`config.mk`:
```
export PLATFORM = sky130hd
export DESIGN_NAME = bdsp_ctrl
export DESIGN_NICKNAME = d
export VERILOG_FILES = /design/src/rtl/core/bdsp_pkg.sv /design/src/rtl/core/bdsp_ctrl.sv
export SDC_FILE = /design/constraint.sdc
export NUM_CORES = 1
export LEC_CHECK = 0
export ABC_AREA = 1
export ABC_CLOCK_PERIOD_IN_PS = 1100
export BUFFER_PORTS_ARGS = -buffer_cell sky130_fd_sc_hd__buf_4
export CAP_MARGIN = 25
export CORE_AREA = 2 2 39 41
export CTS_BUF_LIST = sky130_fd_sc_hd__clkbuf_4
export DETAILED_ROUTE_END_ITERATION = 6
export DIE_AREA = 0 0 41 43
export HOLD_SLACK_MARGIN = 0.15
export SLEW_MARGIN = 25
export SYNTH_ARGS = -nofsm -noshare
export SYNTH_HDL_FRONTEND = slang
export SYNTH_SLANG_ARGS = --single-unit
```
`constraint.sdc`:
```
create_clock -name i_clk -period 1.1 [get_ports i_clk]
set_input_delay 0.11 -clock i_clk [delete_from_list [all_inputs] [get_ports i_clk]]
set_output_delay 0.11 -clock i_clk [all_outputs]
set_load 0.1 [all_outputs]
```
`src/rtl/core/bdsp_pkg.sv`:
```
// Package for the bounded shortest path engine: request/result structs,
// request kinds, register indexes, controller states and command/status structs. No dependencies.
package bdsp_pkg;

    localparam int DIST_W = 24;
    localparam logic [DIST_W-1:0] DIST_INF = '1;

    typedef enum logic [1:0] {
        KIND_CLEAR = 2'd0,
        KIND_ADD   = 2'd1,
        KIND_RUN   = 2'd2,
        KIND_NOP   = 2'd3
    } t_kind;

    localparam logic REG_LIMIT = 1'b0;
    localparam logic REG_NODES = 1'b1;

    typedef struct packed {
        logic [1:0]  kind;
        logic [5:0]  arc_source;
        logic [5:0]  arc_dest;
        logic [15:0] arc_length;
        logic [5:0]  start_node;
    } t_req;

    typedef struct packed {
        logic [5:0]        node_index;
        logic [DIST_W-1:0] distance;
        logic              reachable;
        logic              last;
    } t_res;

    typedef enum logic [3:0] {
        ST_IDLE,
        ST_INIT,
        ST_SCAN,
        ST_PICK,
        ST_ARC_RD,
        ST_ARC_WAIT,
        ST_RELAX,
        ST_EMIT
    } t_state;

    // Commands from the controller to the datapath.
    typedef struct packed {
        logic clr_arcs;
        logic add_arc;
        logic init;
        logic scan_rst;
        logic scan_step;
        logic settle;
        logic arc_rst;
        logic arc_rd;
        logic relax;
        logic emit_rst;
        logic emit_step;
    } t_cmd;

    // Status from the datapath to the controller.
    typedef struct packed {
        logic init_done;
        logic scan_done;
        logic found;
        logic arc_done;
        logic emit_done;
    } t_sts;

endpackage

```
`src/rtl/core/bdsp_ctrl.sv`:
```
// Controller state machine of the shortest path engine.
// Depends on bdsp_pkg for states, kinds and the command/status structs.
module bdsp_ctrl (
    input  logic            i_clk,
    input  logic            i_rst_n,
    input  logic            i_start,
    input  logic [1:0]      i_kind,
    input  bdsp_pkg::t_sts  i_sts,
    output bdsp_pkg::t_cmd  o_cmd,
    output logic            o_busy
);

    bdsp_pkg::t_state r_state, n_state;

    // State register.
    always_ff @(posedge i_clk) begin
        if (!i_rst_n) begin
            r_state <= bdsp_pkg::ST_IDLE;
        end else begin
            r_state <= n_state;
        end
    end

    assign o_busy = (r_state != bdsp_pkg::ST_IDLE);

    // Next state and commands.
    always_comb begin
        n_state = r_state;
        o_cmd   = '0;
        unique case (r_state)
            bdsp_pkg::ST_IDLE: begin
                if (i_start) begin
                    unique case (i_kind)
                        bdsp_pkg::KIND_CLEAR: o_cmd.clr_arcs = 1'b1;
                        bdsp_pkg::KIND_ADD:   o_cmd.add_arc = 1'b1;
                        bdsp_pkg::KIND_RUN: begin
                            o_cmd.init = 1'b1;
                            n_state    = bdsp_pkg::ST_INIT;
                        end
                        default: ;
                    endcase
                end
            end
            bdsp_pkg::ST_INIT: begin
                o_cmd.init = 1'b1;
                if (i_sts.init_done) begin
                    o_cmd.scan_rst = 1'b1;
                    n_state = bdsp_pkg::ST_SCAN;
                end
            end
            bdsp_pkg::ST_SCAN: begin
                o_cmd.scan_step = 1'b1;
                if (i_sts.scan_done) n_state = bdsp_pkg::ST_PICK;
            end
            bdsp_pkg::ST_PICK: begin
                if (i_sts.found) begin
                    o_cmd.settle  = 1'b1;
                    o_cmd.arc_rst = 1'b1;
                    n_state = bdsp_pkg::ST_ARC_RD;
                end else begin
                    o_cmd.emit_rst = 1'b1;
                    n_state = bdsp_pkg::ST_EMIT;
                end
            end
            bdsp_pkg::ST_ARC_RD: begin
                if (i_sts.arc_done) begin
                    o_cmd.scan_rst = 1'b1;
                    n_state = bdsp_pkg::ST_SCAN;
                end else begin
                    o_cmd.arc_rd = 1'b1;
                    n_state = bdsp_pkg::ST_ARC_WAIT;
                end
            end
            bdsp_pkg::ST_ARC_WAIT: n_state = bdsp_pkg::ST_RELAX;
            bdsp_pkg::ST_RELAX: begin
                o_cmd.relax = 1'b1;
                n_state = bdsp_pkg::ST_ARC_RD;
            end
            bdsp_pkg::ST_EMIT: begin
                o_cmd.emit_step = 1'b1;
                if (i_sts.emit_done) n_state = bdsp_pkg::ST_IDLE;
            end
            default: n_state = bdsp_pkg::ST_IDLE;
        endcase
    end

endmodule

```
Yosys cells after proc, flatten, opt, wreduce, memory -nomap -nowiden

Index checks and enable logic that the tools add are counted.
W data, S select, Z words.

Register bits after elaboration: 4
Input port bits: 10
Word-level logic and storage cells: 45

Eq/ne operators: 14
Mux-type cells: 26
Reductions and logical operators: 4

Operator list:

| cell                 | number |
|---|---|
| $pmux W4 S8          | 1 |
| $mux W4              | 5 |
| $eq A4 B3 Y1 const B | 4 |
| $mux W1              | 12 |
| $eq A4 B2 Y1 const B | 2 |
| $mux W2              | 4 |
| $ne A2 B2 Y1 const B | 4 |
| $mux W3              | 2 |
| $reduce_and A5 Y1    | 1 |
| $eq A4 B1 Y1 const B | 1 |
| $logic_not A4 Y1     | 1 |
| $pmux W1 S2          | 2 |
| $reduce_bool A4 Y1   | 1 |
| $eq A2 B1 Y1 const B | 1 |
| $eq A2 B2 Y1 const B | 1 |
| $logic_not A2 Y1     | 1 |
| $ne A2 B1 Y1 const B | 1 |

Longest topological paths before layout

Gate-level depths: netlist (run 1).

Word-level depth: 4
Mapped depth: 7
Depth with buffers taken out: 7

Worst setup path after synthesis (run 1)

OpenSTA, ideal clock, no wires.

Path type: reg-to-output
Start: register r_state[0]
End: output o_cmd[10] in the netlist's numbering
Arrival: 4.165 ns
Setup slack: -3.175 ns
Stages on the path, launching flop included: 4
Buffers on the path: 0
Cell sequence: dfxtp_1 -> nor2_1 -> nand2_1 -> nor4_1

RTL lines:

| what                   | RTL line        | RTL |
|---|---|---|
| start, declared        | bdsp_ctrl.sv:13 | `bdsp_pkg::t_state r_state, n_state;` |
| start signal, assigned | bdsp_ctrl.sv:18 | `r_state <= bdsp_pkg::ST_IDLE;` |
| start signal, assigned | bdsp_ctrl.sv:20 | `r_state <= n_state;` |
| end, declared          | bdsp_ctrl.sv:9  | `output bdsp_pkg::t_cmd o_cmd,` |

==> impl_metrics.ini, run 1 <==
[outcome]
status = finished with violations
violations = setup timing

[synthesis]
synth_top_area_cell = dfxtp_1
async_flop_share = 0
synthMuxAreaShare = 0
ys_seq_elements = 3
ys_types = 15
synth_top_family_by_area = simple AND/OR/NAND/NOR gates
synth.top_cell.area_share = 0.195
synth_edf_count = 0
syn_nets = 66
seq_area_frac_synth = 0.195
synth_compound_area_frac = 0.110
synth-simple-area-share = 0.524
synth_adder_area_share = 0
synth_area_um2 = 308
synth_warnings = 0
synth_commonest_cells = inv_1 (10), nand2_1 (10), nor2_1 (10)
synthCells = 56
synth_xor_area_frac = 0
ys.flop_type = dfxtp_1
synth_area_per_cell_um2 = 5.50
yosys-top-cells-area = dfxtp_1 (20%), inv_1 (12%), nand2_1 (12%)

[clock_network]
clk_latency_ns = 0.22
cts_tree = done
clockBufferDepth = 2
cts_buffers = 3
path_clk_slew_ns = 0.03
h-tree-depth = 1
cts-root-buf = clkbuf_4
clock-sinks = 3

[pwr]
power.leakage_nw = 0.419
ir_worst_vdd_mv = 0.498
power_density_nw_per_um2 = 1000

[setup_path]
end_kind = output port
start_kind = flop
crit_path_max_incr_delay_ns = 0.40
criticalPathCategory = flop to output port
crit_slowest_cell = dfxtp_4
worstPathRequired_ns = 0.99
r2r_cells = 8
cp_max_fo = 5
cp_cell_sequence = nand2_4 > buf_6 > nor3_4 > buf_12
crit_arrival_ns = 1.33

[layout]
utilization = 0.665
top_register = r_state
postLayoutCellArea_um2 = 920
fillers = 116
n_antenna_cell = 0
final_cells = 109
nets = 104
largest_register_ffs = 3
seq_area_um2 = 71.3
largestRegisters = r_state (3)
drive_gt1_frac = 0.710
multi_input_area_um2 = 342
syn2layout_area_growth_pct = 199

[die]
die_y_um = 43
start_util = 0.222
die_x_um = 41
std_cell_rows = 14
io_pins = 22
dieArea_um2 = 1760
coreArea_um2 = 1380

[min_path]
whs_path_depth = 4
hold_path_class = input port to flop

[global_route]
grt_pass1_wl_mm = 1.95
grt_pass1_vias = 473
antenna_found_initial = 0
overflow = 0
grt_max_degree = 7
grt_usage = 0.158

[timing]
relSlewSlack = 0.821
slew_violations = 0
hold_violations = 0
skew_ns = 0.00135
timing.fmax_ghz = 0.695
tightestPinTransition_ns = 0.268
timing.final.ws_setup_ns = -0.339
post-route-min-period_ns = 1.44
rsz0062_at_grt = true
post-route-period-util = 1.31
tns_ns = -3.40
setup_viol = 15

[job]
cap_violations = 0

[placement]
place_congestion = 0.731
dp.cells = 100
place_hpwl_um = 810
dpl_cell_area_um2 = 648
portBuffers = 21

[drt]
via_count = 510
routed_wl_mm = 1.47
ant_nets = 0
drc_errors = 0
first_iter_violations = 5
drt-pass1-iter-count = 4
vias_per_cell = 4.68
wire_per_inst_um = 13.5
[cell families after synthesis]
group | after synthesis
buffers and inverters | 13
AND/OR/NAND/NOR | 34
flip-flops | 3
AO/OA/AOI/OAI | 6
[routing by layer]
layer	up-vias	track usage	routed length, um
li1	252	-	-
met1	241	0.190	551
met2	13	0.278	825
met3	4	0	48
met4	0	0.0600	43
met5	-	0	0
[report_power, final]
group	internal, mW	switching (mW)
logic	0.204	0.371
clock network	0.160	0.0483
registers	0.119	0.0226
[metrics by stage]
| stage | worst slack, ns | hold WS [ns] | power [mW] |
|---|---|---|---|
| final | -0.339 | 0.198 | 0.924 |
| after floorplan | -0.790 | 0.259 | 0.493 |
| after global routing | -0.395 | 0.223 | 0.972 |
| after global placement | -0.140 | 0.374 | 0.595 |
| after CTS | -0.283 | 0.193 | 0.888 |
| after detailed placement | -0.152 | 0.379 | 0.596 |
[what timing repair did]
action | 4_1_cts | 5_1_grt
gates resized for setup | 40 | 12
hold buffers | 1 | 0
setup buffers | 2 | 2
endpoints found under the setup margin | 15 | 15
pin swaps | 8 | 1
hold endpoints to repair | 2 | 0
[path summary, 6_finish.rpt]
check | startpoint | to | slack (ns)
min reg2reg | r_state[1] | r_state[1] | 0.71
max reg2reg | r_state[0] | r_state[0] | -0.20
max | r_state[1] | o_cmd[4] | -0.34
min | i_sts[0] | r_state[2] | 0.20
[critical path: cells and delay by family (launching register included)]
family / cells / cell delay (ns)
buffers and inverters: 2 / 0.35
DFF: 1 / 0.40
and+or+nand+nor: 2 / 0.35
[layout make-up]
type,instances,share of cell area
clock buffer,4,0.0327
inverter,12,0.0612
multi-input combinational,40,0.371
sequential,3,0.0776
tap,16,0.0218
timing repair buffer,34,0.435
[cell usage in the layout (no fill, tap or decap)]
| cell type | n |
|---|---|
| buf_4 | 16 |
| inv_1 | 9 |
| buf_12 | 9 |
| buf_6 | 8 |
| nor2_1 | 5 |
| nor2_4 | 5 |
| nand2_1 | 4 |
| nand2_2 | 4 |
| clkbuf_4 | 4 |
| nand2_4 | 3 |
| nand3_1 | 3 |
| dfxtp_4 | 3 |
| nand3_2 | 2 |
| nor4_4 | 2 |
| nand3b_1 | 2 |
| a21oi_2 | 2 |
| inv_6 | 1 |
| inv_4 | 1 |
| clkinvlp_4 | 1 |
| nand2_8 | 1 |
| nor2_2 | 1 |
| o21ai_4 | 1 |
| o21ai_2 | 1 |
| nor3_4 | 1 |
| o21ai_0 | 1 |
| nor3_1 | 1 |
| a21oi_1 | 1 |
| dlygate4sd3_1 | 1 |
Power figures use the tool's default switching activity.
==> inputs of run 2 (changes only) <==
--- a/config.mk
+++ b/config.mk
@@ -14,6 +14,7 @@
 export DETAILED_ROUTE_END_ITERATION = 6
 export DIE_AREA = 0 0 41 43
 export HOLD_SLACK_MARGIN = 0.15
+export PLACE_DENSITY = 0.56
 export SLEW_MARGIN = 25
 export SYNTH_ARGS = -nofsm -noshare
 export SYNTH_HDL_FRONTEND = slang
==> impl_metrics.ini, run 2 (same netlist as run 1, synthesis figures left out) <==
[pwr]
power.total_uw = 924
ir_worst_vdd_mv = 0.495
seqPwrFrac = 0.146
power.internal_uw = 497
pwr-share-clk = 0.233
power.share.combinational = 0.621
power.leakage_nw = 0.393
power_density_nw_per_um2 = 1050
p_sw_uw = 427
switching_share = 0.462

[global_route]
antenna_found_initial = 0
grt_pass1_vias = 490
grt_pass1_wl_mm = 1.98
grt_max_degree = 6
grt_usage = 0.160
overflow = 0

[placement]
dp.cells = 99
place_congestion = 0.674
portBuffers = 21
place_hpwl_um = 802

[die]
die_y_um = 43
coreArea_um2 = 1380
die_x_um = 41
std_cell_rows = 14
start_util = 0.222
dieArea_um2 = 1760
io_pins = 22

[drt]
drc_errors = 0
wire_per_inst_um = 10.4
ant_nets = 0
vias_per_cell = 4.24
drt-pass1-iter-count = 2
routed_wl_mm = 1.13
via_count = 462
first_iter_violations = 2

[layout]
syn2layout_area_growth_pct = 187
layout_commonest_cell = buf_4
top_register = r_state
largestRegisters = r_state (3)
n_antenna_cell = 0
layout_common_cells = buf_4 (19), inv_1 (9), buf_12 (8)
nets = 104
largest_register_ffs = 3
utilization = 0.637
drive_gt1_frac = 0.699
final_cells = 109

[setup_path]
rrSetupSlack_ns = -0.09
worstPathRequired_ns = 0.99
timing.rr.end = r_state[0]
criticalPathCategory = flop to output port
cp_max_fo = 5
critPathLaunch = r_state[1]
end_kind = output port
r2r-start = r_state[1]
r2r_cells = 8
start_kind = flop
crit_arrival_ns = 1.30

[clock_network]
cts-root-buf = clkbuf_4
cts_tree = done
clock-sinks = 3
cts_buffers = 3
clk_latency_ns = 0.23
clockBufferDepth = 2
h-tree-depth = 1
path_clk_slew_ns = 0.04

[min_path]
hold_end = r_state[2]
hp-start = i_sts[0]
whs_path_depth = 4
hold_path_class = input port to flop

[outcome]
status = finished with violations
violations = setup timing

[timing]
timing.final.ws_setup_ns = -0.308
setup_viol = 15
rsz0062_at_grt = true
post-route-period-util = 1.28
post-route-min-period_ns = 1.41
relSlewSlack = 0.855
hold_violations = 0
tightestPinTransition_ns = 0.216
slew_violations = 0
skew_ns = 0.00407
timing.fmax_ghz = 0.710

[job]
cap_violations = 0
## run 2: stage by stage
step,instance area [um^2],setup slack [ns],hold WS (ns),TNS [ns]
floorplan,430,-0.790,0.259,-4.37
global placement,641,-0.167,0.372,-0.883
global route,882,-0.358,0.212,-3.67
finish,882,-0.308,0.187,-2.78
CTS,865,-0.301,0.185,-2.84
detailed placement,641,-0.166,0.370,-0.825
## run 2: layout make-up
cell class	instances	area [um^2]
Clock buffer	4	30.0
Inverter	12	56.3
Fill cell	110	502
Timing Repair Buffer	34	380
Sequential cell	3	71.3
Multi-Input combinational cell	40	324
Tap cell	16	20.0
## run 2: worst max-delay path, cell delays in order, from the launching register on
cell     delay [ns]
dfxtp_4        0.38
nand2_2        0.09
buf_4          0.15
nor3_4         0.20
buf_6          0.25
## run 2: power groups by stage
stage	registers, mW	logic (mW)	clock network [mW]
after floorplan	0.134	0.359	0
after global placement	0.135	0.459	0
after detailed placement	0.136	0.459	0
after CTS	0.134	0.557	0.224
after global routing	0.138	0.605	0.235
final	0.135	0.574	0.215
## run 2: what timing repair did
item | 4_1_cts | 5_1_grt
endpoints found under the setup margin | 15 | 15
setup buffers | 4 | 1
endpoints found under the hold margin | 2 | 0
cloned | 0 | 0
gates resized for setup | 41 | 3
pin swaps | 10 | 2
hold buffers | 1 | 0
## run 2: worst max path at each step
stage | to | slack (ns) | depth (start not counted)
after floorplan | o_cmd[10] | -0.79 | 3
after global placement | o_cmd[10] | -0.17 | 4
after detailed placement | o_cmd[10] | -0.17 | 4
after CTS | o_cmd[10] | -0.30 | 4
after global routing | o_cmd[9] | -0.36 | 4
final | o_cmd[4] | -0.31 | 4
## run 2: metal layers
metal,track usage,vias to the layer above,part of all wire
li1,-,251,-
met2,0.266,6,0.58
met3,0,0,0.019
met5,0,-,0
met1,0.202,205,0.40
met4,0.0800,0,0
==> inputs of run 3 (changes only) <==
--- a/config.mk
+++ b/config.mk
@@ -9,10 +9,10 @@
 export ABC_CLOCK_PERIOD_IN_PS = 1100
 export BUFFER_PORTS_ARGS = -buffer_cell sky130_fd_sc_hd__buf_4
 export CAP_MARGIN = 25
-export CORE_AREA = 2 2 39 41
+export CORE_AREA = 8 8 45 47
 export CTS_BUF_LIST = sky130_fd_sc_hd__clkbuf_4
 export DETAILED_ROUTE_END_ITERATION = 6
-export DIE_AREA = 0 0 41 43
+export DIE_AREA = 0 0 53 55
 export HOLD_SLACK_MARGIN = 0.15
 export PLACE_DENSITY = 0.56
 export SLEW_MARGIN = 25
==> impl_metrics.ini, run 3 (same netlist as run 1, synthesis figures left out) <==
[outcome]
status = finished with violations
violations = setup timing

[pwr]
power.leakage_nw = 0.442
pwr-share-clk = 0.221
power.internal_uw = 517
switching_share = 0.472
p_sw_uw = 463
power_density_nw_per_um2 = 1020
power.share.combinational = 0.638
seqPwrFrac = 0.141
ir_worst_vdd_mv = 0.600
power.total_uw = 980

[global_route]
grt_pass1_wl_mm = 1.96
grt_usage = 0.0912
grt_pass1_vias = 455
overflow = 0
grt_max_degree = 7
globalRouteMet3Util = 0.0348
met2_usage = 0.152
grt-busiest-layer = met2
antenna_found_initial = 0
use_met1 = 0.0924

[timing]
tightestPinTransition_ns = 0.219
slew_violations = 0
post-route-min-period_ns = 1.41
relSlewSlack = 0.853
skew_ns = 0.00278
finalHoldWorstSlack_ns = 0.168
timing.fmax_ghz = 0.711
timing.final.ws_setup_ns = -0.306
setup_viol = 15
rsz0062_at_grt = true
hold_violations = 0
post-route-period-util = 1.28
tns_ns = -3.28

[setup_path]
worstPathRequired_ns = 0.99
rrSetupSlack_ns = -0.14
endpoint = o_cmd[9]
crit_arrival_ns = 1.30
critPathLaunch = r_state[0]
end_kind = output port
criticalPathCategory = flop to output port
start_kind = flop
r2r-start = r_state[0]
r2r_cells = 7
timing.rr.end = r_state[1]
cp_max_fo = 4

[clock_network]
cts_buffers = 3
path_clk_slew_ns = 0.04
clk_latency_ns = 0.23
clockBufferDepth = 2
cts-root-buf = clkbuf_4
cts_tree = done
clock-sinks = 3
h-tree-depth = 1

[placement]
place_ws_ns = -0.152
place_congestion = 0.692
dpl_cell_area_um2 = 641
place_hpwl_um = 967
portBuffers = 21
dp.cells = 99

[die]
dieArea_um2 = 2920
die_x_um = 53
start_util = 0.222
die_y_um = 55
coreArea_um2 = 1380
std_cell_rows = 14
io_pins = 22

[min_path]
hold_path_class = input port to flop

[drt]
ant_nets = 0
via_count = 516
routed_wl_mm = 1.47
wire_per_inst_um = 13.1
drt-pass1-iter-count = 2
first_iter_violations = 2
vias_per_cell = 4.61
drc_errors = 0

[layout]
top_register = r_state
drive_gt1_frac = 0.719
final_cells = 112
utilization = 0.692
largestRegisters = r_state (3)
layout_common_cells = buf_4 (18), buf_6 (10), inv_1 (9)
largest_register_ffs = 3
syn2layout_area_growth_pct = 211
nets = 107
n_antenna_cell = 0
postLayoutCellArea_um2 = 957
layout_commonest_cell = buf_4
fillers = 103

[job]
cap_violations = 0
==> run 3: cell count changes in the layout (fill, tap and decap cells not counted), moves of 2 or more <==
cell	previous run	this run
buf_6	6	10
nand2_2	6	3
nand2_4	0	4
o21ai_2	2	0
==> run 3: how the worst min path moves through the flow <==
stage	startpoint	to	slack, ns	depth (start not counted)
finish	i_sts[0]	r_state[2]	0.17	4
global route	i_sts[0]	r_state[2]	0.19	4
CTS	i_sts[0]	r_state[2]	0.17	4
detailed placement	i_rst_n	r_state[1]	0.37	3
global placement	i_rst_n	r_state[1]	0.37	3
floorplan	i_rst_n	r_state[1]	0.26	2
==> run 3: final cells by class <==
cell class,instances,area (um^2),area share
clock buffers,4,30.0,0.0314
flip-flops and latches,3,71.3,0.0745
repair buffers,37,418,0.437
inverters,12,56.3,0.0588
multi-input cells,40,362,0.378
well taps,16,20.0,0.0209
==> run 3: critical path: stages, from the launching register on <==
cell     delay, ns
dfxtp_4       0.36
nor2_4        0.19
nand2_8       0.09
nor4_4        0.16
buf_6         0.26
==> run 3: metal layers <==
metal / routed length, um / share of wire
met1: 561 / 0.38
met2: 808 / 0.55
met3: 64 / 0.044
met4: 36 / 0.024
met5: 0 / 0
==> run 3: what timing repair did <==
item                                    in CTS  in global routing
hold buffers                                 1                  0
resized for setup                           36                 18
hold endpoints to repair                     2                  0
pin swaps                                    5                  6
endpoints found under the setup margin      15                 15
setup buffers                                1                  7
==> run 3: power groups by stage <==
stage	Clock, mW	Sequential, mW	Combinational (mW)
after detailed placement	0	0.136	0.461
after CTS	0.226	0.134	0.554
final	0.217	0.139	0.625
after floorplan	0	0.134	0.359
after global placement	0	0.135	0.460
after global routing	0.237	0.142	0.655
